`config.mk`:
```
export PLATFORM = sky130hd
export DESIGN_NAME = ffsa_pick
export DESIGN_NICKNAME = d
export VERILOG_FILES = /design/src/rtl/first_fit_segment_allocator_defines.svh /design/src/rtl/ffsa_pick.sv
export SDC_FILE = /design/constraint.sdc
export NUM_CORES = 1
export LEC_CHECK = 0
export ABC_AREA = 1
export BUFFER_PORTS_ARGS = -buffer_cell sky130_fd_sc_hd__buf_2
export CAP_MARGIN = 20
export CORE_ASPECT_RATIO = 0.8
export CORE_MARGIN = 2
export CORE_UTILIZATION = 35
export DETAILED_ROUTE_END_ITERATION = 12
export GPL_ROUTABILITY_DRIVEN = 1
export PLACE_DENSITY_LB_ADDON = 0.25
export SYNTH_ARGS = -nofsm -noshare
export SYNTH_HDL_FRONTEND = slang
export SYNTH_SLANG_ARGS = --single-unit
```
`constraint.sdc`:
```
create_clock -name vclk -period 5
set_input_delay 1 -clock vclk [all_inputs]
set_output_delay 1 -clock vclk [all_outputs]
set_load 0.005 [all_outputs]
```
`src/rtl/first_fit_segment_allocator_defines.svh`:
```
// assertion macros for the first-fit segment allocator
`ifndef FIRST_FIT_SEGMENT_ALLOCATOR_DEFINES_SVH
`define FIRST_FIT_SEGMENT_ALLOCATOR_DEFINES_SVH

// implication checked on every rising clock edge outside reset
`define FFSA_ASSERT_IMP(label, clk, rstn, ante, cons, msg) \
    label: assert property (@(posedge clk) disable iff (!rstn) (ante) |-> (cons)) \
        else $error(msg);

// next-cycle implication checked outside reset
`define FFSA_ASSERT_NEXT(label, clk, rstn, ante, cons, msg) \
    label: assert property (@(posedge clk) disable iff (!rstn) (ante) |=> (cons)) \
        else $error(msg);

`endif

```
`src/rtl/ffsa_pick.sv`:
```
// ----------------------------------------------------------------------------
// ffsa_pick
// priority pick of the lowest set flag, as an encoded index and an any flag
// ----------------------------------------------------------------------------
`timescale 1ns / 1ps
`default_nettype none

module ffsa_pick #(
    parameter int N  = 64,
    parameter int IW = 6
) (
    input  wire logic [N-1:0]  flags,
    output logic               any,
    output logic [IW-1:0]      idx
);
    logic [N-1:0] lower;

    // lower[i]: some flag below i is set
    always_comb begin
        lower[0] = 1'b0;
        for (int i = 1; i < N; i++) lower[i] = lower[i-1] | flags[i-1];
    end

    always_comb begin
        idx = '0;
        for (int i = 0; i < N; i++) begin
            if (flags[i] && !lower[i]) idx = idx | IW'(i);
        end
        any = |flags;
    end

endmodule

`default_nettype wire

```
==> flow_summary_export.csv <==
group,metric,value,unit
logic_synthesis,yosysSeqAreaShare,0,%
layout,insertedDiodeCount,0,
layout,seq_cells,0,
timing,setup_viol,0,
placement,hpwl,3.87,mm
logic_synthesis,synth_top_area_cell,"nor2_1",
timing,worst_pin_slew,429,ps
global_routing,grt_usage,17.5,%
critical_path,end_kind,"output pin",
detailed_routing,drc_errors,0,
logic_synthesis,synthDistinctLibCells,27,
detailed_routing,m1WireLength,2.31,mm
pwr,p_leak,1.25,nW
logic_synthesis,syn_area_per_cell,4.76,sq um
die,core_area,0.00418,sq mm
pwr,power.ir.vdd_worst,0.0156,mV
clocking,ctsResizeCount,0,
timing,rsz0062_at_grt,"false",
timing,fin_setup_tns,0,ps
layout,area_growth,27.9,%
detailed_routing,detail-route-antenna-nets,0,
clocking,postCtsSetupBuffers,0,
timing,fmax,254,MHz
logic_synthesis,syn_nets,385,
critical_path,cp_top_family,"simple AND/OR/NAND/NOR gates",
detailed_routing,wl_per_cell,9.66,um
layout,drive_gt1_share,23.5,%
die,die_w,77.9,um
timing,hold_viol,0,
detailed_routing,first_pass_iters,4,
logic_synthesis,yosysWarnings,0,
job,maxCapViolations,0,
critical_path,path_cells,"buf_2 > nor2_1 > nand2_1 > nor2_4 > nand2_4 > nor2_8 > nand4_4 > nor2_8 > nand3_4 > nor2_4 > nand3_2 > nor2_2 > nor2_1 > nand3_1 > buf_2",
status,status,"completed",
global_routing,grt_pass1_wl,7.49,mm
hold_path,whs_endpoint,"idx[0]",
detailed_routing,drt_wl_total,4.34,mm
global_routing,antenna_found_initial,0,
clocking,holdBufCountCts,0,
global_routing,grt_overflow_total,0,
layout,nets,458,
critical_path,cpPeakStageDelay,200,ps
detailed_routing,highest_layer,"met4",
critical_path,path_buf_inv,2,
global_routing,grt_pass1_vias,1873,
die,die_h,63.1,um
die,die_area,0.00491,sq mm
pwr,power.density,39.8,mW/mm^2
logic_synthesis,synth_most_common_cell,"nor2_1",
detailed_routing,num_vias,2078,
placement,io_buffer_count,71,
layout,seq_area,0,sq um
logic_synthesis,syn_area,0.00153,sq mm
critical_path,worstPathRequired,4000,ps
timing,slew_headroom,71.2,%
critical_path,worstPathArrival,2940,ps
die,num_io_pins,71,
critical_path,cp-start-kind,"input port",
hold_path,min_from,"flags[61]",
detailed_routing,viasPerCell,4.63,
die,start_util,36.6,%
hold_path,hold_class,"in2out",
global_routing,grt_max_degree,11,
logic_synthesis,synth_common_cells,"75 x nor2_1, 73 x nand2_1, 65 x inv_1, 31 x nand3_1, 14 x nand4_1",
critical_path,crit_slowest_cell,"nor2_8",
hold_path,hold-path-cell-count,4,
detailed_routing,wl_met3,271,um
logic_synthesis,synth_area_leaders,"nor2_1 18%, nand2_1 18%, inv_1 16%",
die,rows,21,
placement,gp_congestion,0.860,
logic_synthesis,synth_top_cell_area_share,18.4,%
timing,min_period_over_period,78.9,%
layout,nClkBuffers,0,
timing,slew_viol_final,0,
critical_path,critPathMaxFanout,10,
timing,finalCriticalPeriod,3940,ps
logic_synthesis,synthCells,321,
layout,layout.cells.non_filler,449,
critical_path,path_class,"in2out",
detailed_routing,drt_iter0_markers,139,
placement,place_inst,449,
detailed_routing,met2_length,1.73,mm
-- cells by family (layout without fill, tap and decap cells) --
group	count (synthesis)	after routing	synth area share [%]
compound gates	18	18	7.70
simple gates	238	238	76.3
buf+inv	65	136	16.0
-- layer usage --
metal,vias up,global-route usage [%]
met5,-,0
met4,0,1.34
met3,4,1.29
met2,57,27.6
met1,856,26.7
li1,1161,-
-- worst max path at each step --
stage / start / endpoint / cells after the start
after CTS: flags[10] / idx[0] / 15
after detailed placement: flags[10] / idx[0] / 15
after floorplan: flags[10] / idx[0] / 13
after global placement: flags[18] / idx[0] / 15
after global routing: flags[10] / idx[5] / 17
final: flags[10] / idx[0] / 15
-- power breakdown --
group / switching, mW / leakage, nW / internal, mW
combinational: 0.0450 / 1.25 / 0.0328
sequential: 0 / 0 / 0
clock: 0 / 0 / 0
-- cell type report --
class | instances | area, sq um
repair buffers | 71 | 355
well taps | 57 | 71.3
fillers | 479 | 2220
multi-input cells | 256 | 1280
inverters | 65 | 244
-- layout by cell type, fill, tap and decap left out --
master     Yosys  final
or3b_2         1      1
nand3_1       31     31
o31ai_1        1      1
nand2_2        3      3
nor2_8         3      3
o22ai_1        1      1
and3_1         1      1
o21ai_0        7      7
nand3_2        1      1
o211a_1        1      1
nand2_1       73     73
nor3_1        13     13
nor2_2         7      7
a21oi_1        1      1
nor2_4         3      3
inv_1         65     65
nand3b_1       7      7
nand2_4        1      1
nand4_1       14     14
buf_2          0     71
o2111ai_1      1      1
nor2_1        75     75
or2_1          3      3
nand4_4        1      1
o211ai_1       2      2
nand3_4        1      1
o21bai_1       2      2
o21a_1         2      2
-- tightest hold or removal path: cells and delay by family --
kind	cells	cell delay, ps
buffers and inverters	2	190
AND/OR/NAND/NOR	2	150
-- through the flow --
step                power [mW]  setup slack (ps)  util, %  area, sq um  hold slack [ps]
floorplan               0.0353              1510        -         1530             2140
global placement        0.0767              1090     46.8         1950             2330
detailed placement      0.0772              1080     46.8         1950             2350
CTS                     0.0776              1080     46.8         1950             2350
global route            0.0890               795     46.8         1950             2360
finish                  0.0778              1060     46.8         1950             2340
(Power assumes the default switching activity.)
