$ cat config.mk
export PLATFORM = sky130hd
export DESIGN_NAME = ffsa_cell
export DESIGN_NICKNAME = d
export VERILOG_FILES = /design/src/rtl/first_fit_segment_allocator_defines.svh /design/src/rtl/ffsa_pkg.sv /design/src/rtl/ffsa_cell.sv
export SDC_FILE = /design/constraint.sdc
export NUM_CORES = 1
export LEC_CHECK = 0
export ABC_AREA = 1
export BUFFER_PORTS_ARGS = -buffer_cell sky130_fd_sc_hd__buf_4
export CORE_MARGIN = 2
export CORE_UTILIZATION = 35
export DETAILED_ROUTE_END_ITERATION = 8
export PLACE_DENSITY_LB_ADDON = 0.05
export SETUP_SLACK_MARGIN = 0.15
export SYNTH_ARGS = -nofsm -noshare
export SYNTH_HDL_FRONTEND = slang
export SYNTH_SLANG_ARGS = --single-unit
$ cat constraint.sdc
create_clock -name aclk -period 9.95 [get_ports aclk]
set_input_delay 0.4975 -clock aclk [delete_from_list [all_inputs] [get_ports aclk]]
set_output_delay 0.4975 -clock aclk [all_outputs]
set_load 0.05 [all_outputs]
$ cat src/rtl/first_fit_segment_allocator_defines.svh
// assertion macros for the first-fit segment allocator
`ifndef FIRST_FIT_SEGMENT_ALLOCATOR_DEFINES_SVH
`define FIRST_FIT_SEGMENT_ALLOCATOR_DEFINES_SVH

// implication checked on every rising clock edge outside reset
`define FFSA_ASSERT_IMP(label, clk, rstn, ante, cons, msg) \
    label: assert property (@(posedge clk) disable iff (!rstn) (ante) |-> (cons)) \
        else $error(msg);

// next-cycle implication checked outside reset
`define FFSA_ASSERT_NEXT(label, clk, rstn, ante, cons, msg) \
    label: assert property (@(posedge clk) disable iff (!rstn) (ante) |=> (cons)) \
        else $error(msg);

`endif

$ cat src/rtl/ffsa_pkg.sv
// ----------------------------------------------------------------------------
// ffsa_pkg
// types and codes shared by the segment allocator cells and top level
// ----------------------------------------------------------------------------
`timescale 1ns / 1ps
`default_nettype none

package ffsa_pkg;

    typedef enum logic [1:0] {
        REQ_ALLOC = 2'd0,
        REQ_FREE  = 2'd1,
        REQ_INIT  = 2'd2,
        REQ_NONE  = 2'd3
    } req_type_t;

    typedef enum logic [1:0] {
        ST_OK       = 2'd0,
        ST_NOFIT    = 2'd1,
        ST_NOTFOUND = 2'd2,
        ST_FULL     = 2'd3
    } status_t;

    typedef enum logic [1:0] {
        CFG_TOTAL        = 2'd0,
        CFG_KERNEL_START = 2'd1,
        CFG_KERNEL_END   = 2'd2,
        CFG_HEADER       = 2'd3
    } cfg_index_t;

    // what every cell does in the update cycle
    typedef enum logic [2:0] {
        OP_HOLD,
        OP_INIT,
        OP_ALLOC,
        OP_FREE
    } cell_op_t;

    typedef struct packed {
        logic [31:0] start;
        logic [31:0] size;
        logic        used;
    } seg_t;

    // broadcast command from the controller to all cells
    typedef struct packed {
        cell_op_t    op;
        logic [31:0] size;
        logic [31:0] init_start;
        logic [31:0] init_size;
        logic        split;
        logic        merge;
    } cell_cmd_t;

    typedef enum logic [1:0] {
        S_IDLE,
        S_PICK,
        S_UPDATE,
        S_OUT
    } state_t;

    localparam logic [31:0] RESET_TOTAL        = 32'd134217728;
    localparam logic [31:0] RESET_KERNEL_START = 32'd1048576;
    localparam logic [31:0] RESET_KERNEL_END   = 32'd2097152;
    localparam logic [7:0]  RESET_HEADER       = 8'd16;

endpackage

`default_nettype wire

$ cat src/rtl/ffsa_cell.sv
// ----------------------------------------------------------------------------
// ffsa_cell
// one table entry: holds a segment, flags fit and address match, and takes
// its new value from itself, a neighbor or the command on a table update
// ----------------------------------------------------------------------------
`timescale 1ns / 1ps
`default_nettype none

module ffsa_cell (
    input  wire logic               aclk,
    input  wire logic               aresetn,
    input  wire logic               is_first,
    input  wire ffsa_pkg::cell_cmd_t cmd,
    input  wire logic               valid_in,     // index < count
    input  wire logic               sel_here,     // this cell is the chosen one
    input  wire logic               sel_left,     // left neighbor is chosen
    input  wire logic               after_sel,    // index above chosen + 1
    input  wire ffsa_pkg::seg_t     left_seg,
    input  wire ffsa_pkg::seg_t     right_seg,
    input  wire logic [31:0]        req_size,
    input  wire logic [31:0]        req_addr,
    output ffsa_pkg::seg_t          seg,
    output logic                    fit,
    output logic                    match
);
    import ffsa_pkg::*;

    seg_t seg_reg, seg_next;

    assign seg   = seg_reg;
    assign fit   = valid_in && !seg_reg.used && (seg_reg.size >= req_size);
    assign match = valid_in && (seg_reg.start == req_addr);

    always_comb begin
        seg_next = seg_reg;
        case (cmd.op)
            OP_INIT: begin
                if (is_first) begin
                    seg_next.start = cmd.init_start;
                    seg_next.size  = cmd.init_size;
                end
                seg_next.used = 1'b0;
            end
            OP_ALLOC: begin
                if (sel_here) begin
                    seg_next.used = 1'b1;
                    seg_next.size = cmd.size;
                end else if (sel_left && cmd.split) begin
                    seg_next.start = left_seg.start + cmd.size;
                    seg_next.size  = left_seg.size - cmd.size;
                    seg_next.used  = 1'b0;
                end else if (after_sel && cmd.split) begin
                    seg_next = left_seg;
                end
            end
            OP_FREE: begin
                if (sel_here) begin
                    seg_next.used = 1'b0;
                    if (cmd.merge) seg_next.size = seg_reg.size + right_seg.size;
                end else if ((sel_left || after_sel) && cmd.merge) begin
                    seg_next = right_seg;
                end
            end
            default: ;
        endcase
    end

    always_ff @(posedge aclk) begin
        if (!aresetn) begin
            seg_reg.used <= 1'b0;
            if (is_first) begin
                seg_reg.start <= RESET_KERNEL_END;
                seg_reg.size  <= RESET_TOTAL - RESET_KERNEL_END;
            end
        end else begin
            seg_reg <= seg_next;
        end
    end

endmodule

`default_nettype wire

==> summary.txt <==
Global routing
  • Antenna violations before repair: 2
  • Largest net degree at the start of global routing: 79
  • Vias in the first global route: 14,048
  • First-pass GRT wire length: 84,100 um
  • All-Layer GR Usage: 31.0%
  • Total gr overflow: 0

Route
  • DR iter-0 viols: 1,136
  • # DRC: 0
  • Number of iterations in the first detailed-routing pass: 6
  • Via count: 14,979
  • Post-route ant nets: 0
  • Wire length per cell: 20.2 um
  • Vias per cell: 5.19
  • Drt total wl: 58,300 um

Synthesis
  • Simple-Gate Fraction of Synth Area: 35.4%
  • Main combinational cell family by area after synthesis: simple AND/OR/NAND/NOR gates
  • Number of library cell types mapped by synthesis: 54
  • Syn nets: 2,524
  • Dominant cells by area after synthesis: nand2_1 19%, edfxtp_1 16%, ha_1 13%, inv_1 9.8%, a21oi_1 8.2%
  • FF+latch count, synth: 65
  • Top FF cell, synth: edfxtp_1
  • Sequential fraction of the synthesis area: 15.9%
  • Asr flop ratio synth: 0%
  • Post-synthesis mux area share: 0%
  • Top-count cell post-synth: nand2_1
  • Adder-Cell Fraction of Synth Area: 13.4%
  • Synth Cell Area: 12,200 sq um
  • Top cells by count, synth: 610 x nand2_1, 318 x inv_1, 249 x nor2_1
  • Compound-Gate Fraction of Synth Area: 19.8%
  • Post-synth top area cell: nand2_1
  • Xor/xnor share of the synthesized area: 3.45%
  • Post-synth top area share: 18.8%
  • Cells after synthesis: 2,093
  • Number of flops mapped to enable cells by yosys: 64
  • Avg Synthesized Cell Area: 5.83 sq um
  • Yosys warns: 0

Worst setup path
  • Delay-heaviest family, CP: simple AND/OR/NAND/NOR gates
  • Worst r2r src: seg[1]$_SDFFCE_PN0P_
  • Worst Path Buf+Inv: 2
  • CP Cell Sequence: ha_1 > nand2_1 > nor2_1 > nand4_1 > nor4_1 > nand4_1 > nand4_1 > nand3_1 > inv_1 > buf_4
  • Worst Path Required: 9.45 ns
  • CP max FO: 3
  • CP dominant cell by count: nand4_1
  • Worst path max stage delay: 0.89 ns
  • R2R depth: 14
  • R2r endpoint: seg[27]$_SDFFCE_PN1P_
  • Crit path launch type: flip-flop
  • Flop2flop setup slack: 7.18 ns
  • Critical path class: flip-flop to output port
  • Critical Path AT: 3.58 ns
  • CP max stage cell: nor4_1
  • Worst setup EP type: output port

Timing
  • Rel. slew slack: 25.0%
  • TNS Setup: 0 ns
  • Worst-margin pin slew: 1.11 ns
  • Fmax: 245 MHz
  • Worst Skew: 0.0135 ns
  • Minimum clock period: 4.08 ns
  • Unrepaired setup endpoints after global routing: no
  • Max-slew violations: 0
  • Final Hold Violating Endpoints: 0
  • Setup-failing EPs final: 0
  • Tcrit/Tclk final: 41.0%

Finish
  • Post-route cell area: 15,700 sq um
  • Final net count: 2,857
  • Finished Core Util: 45.7%
  • Layout area overhead: 28.9%
  • Max FFs per register: 65
  • Fraction of layout cells with a size suffix above 1: 18.6%

Hold path
  • Tightest Hold Check Type: input port to flip-flop
  • Worst hold path startpoint: cmd[23]
  • Hold Path End: seg[22]$_SDFFCE_PN1P_
  • Hold depth: 3

Clocking
  • Resized Gates After CTS: 0
  • Clk root buf: clkbuf_16
  • TritonCTS Buffers: 9
  • H-tree Lvls: 3
  • CTS tree: yes
  • Post-CTS Setup Inserts: 0
  • Hold-fix buffers, CTS: 0
  • Later-pin clock latency in the skew report: 0.34 ns
  • Clk sinks: 65
  • Clk buf depth: 2
  • Clock-pin slew on the worst setup and hold paths: 0.05 ns

Floorplanning
  • Initial Util: 35.4%
  • DIE AREA: 36,400 sq um
  • Placeable Area: 34,500 sq um
  • Die Ht: 191 um
  • Num rows: 68
  • Num ports: 369
  • Die Span X: 191 um

Power and ir drop
  • Clock power frac: 22.2%
  • Net Sw Power: 774 uW
  • Combinational Power Share: 54.9%
  • LEAKAGE: 0.00838 uW
  • Power per cell area: 108 nW/um^2
  • Switching portion of total power: 45.7%
  • Total internal power: 920 uW
  • Seq pwr share: 23.0%
  • VDD IR max: 91.8 uV

Status
  • Status: finished, final reports clean

Place
  • GPL Wtd Cong: 0.986
  • DP Area: 15,400 sq um
  • PortBufs: 368
  • DP HPWL: 50,000 um

Job
  • Max-cap violations: 0
## cells in the final DEF, fill, tap and decap left out, types with 4 or more instances in the layout
master / count
a21boi_0: 4
a21oi_1: 200
a21oi_2: 7
a221oi_1: 4
a22o_1: 20
a22oi_1: 4
a31oi_1: 27
buf_4: 377
clkbuf_16: 9
edfxtp_1: 64
ha_1: 126
inv_1: 317
inv_2: 6
nand2_1: 609
nand2_2: 21
nand3_1: 108
nand3b_1: 9
nand4_1: 10
nor2_1: 249
nor2_2: 7
nor3_1: 16
nor4_1: 9
o211ai_1: 14
o21a_1: 4
o21ai_0: 85
o21ai_1: 11
o21bai_1: 14
o22ai_1: 7
or2_2: 5
xnor2_1: 24
xor2_1: 24
## area by class of cell
| type | instances | area, sq um |
|---|---|---|
| Timing Repair Buffer | 377 | 2830 |
| Multi-Input combinational cell | 1649 | 8820 |
| Inverter | 324 | 1220 |
| Sequential cell | 65 | 1940 |
| Clock inverter | 7 | 125 |
| Antenna cell | 2 | 5.00 |
| Tap cell | 455 | 569 |
| Clock buffer | 9 | 225 |
| Fill cell | 3780 | 18700 |
## power by group through the flow
stage | clock, uW | sequential (uW) | combinational, uW
global route | 389 | 391 | 1010
CTS | 378 | 387 | 920
detailed placement | 0 | 393 | 916
floorplan | 0 | 477 | 477
finish | 375 | 389 | 929
global placement | 0 | 393 | 913
## worst max path at each step
stage	start	endpoint	slack, ns	depth (start not counted)
CTS	seg[22]$_SDFFCE_PN1P_	fit	5.92	10
floorplan	cmd[99]	seg[33]$_SDFFCE_PN0P_	5.92	7
global placement	req_size[23]	fit	6.21	12
global route	seg[22]$_SDFFCE_PN1P_	fit	5.89	10
finish	seg[22]$_SDFFCE_PN1P_	fit	5.87	10
detailed placement	req_size[23]	fit	6.20	12
## layer usage
layer | global-route usage, % | wire length, um | up-vias
met5 | 0 | 0 | -
met4 | 9.51 | 1830 | 0
met3 | 5.61 | 4520 | 69
met2 | 48.8 | 25700 | 577
met1 | 42.9 | 26300 | 6836
li1 | - | - | 7497
## metrics by stage
stage	worst slack, ns	std cells	hold WS [ns]	total power (uW)
final	5.87	2888	0.494	1690
after global routing	5.89	2888	0.512	1790
after CTS	5.92	2886	0.491	1680
after detailed placement	6.20	2870	0.583	1310
after global placement	6.21	2870	0.579	1310
after floorplan	5.92	2093	0.714	954
## cells by family (layout without fill, tap and decap cells)
kind of cell / count (synthesis) / after routing
AOI/OAI and AO/OA: 418 / 418
xor gates and xnor gates: 48 / 48
adders and majority gates: 129 / 129
buffers and inverters: 379 / 717
DFF: 65 / 65
other: 0 / 2
and+or+nand+nor: 1054 / 1054
## worst min-delay path, stage by stage
cell and delay, ns:
buf_4 0.08, a21oi_1 0.05, nand3_1 0.08
Note: power is estimated with default switching activity, not from simulation.
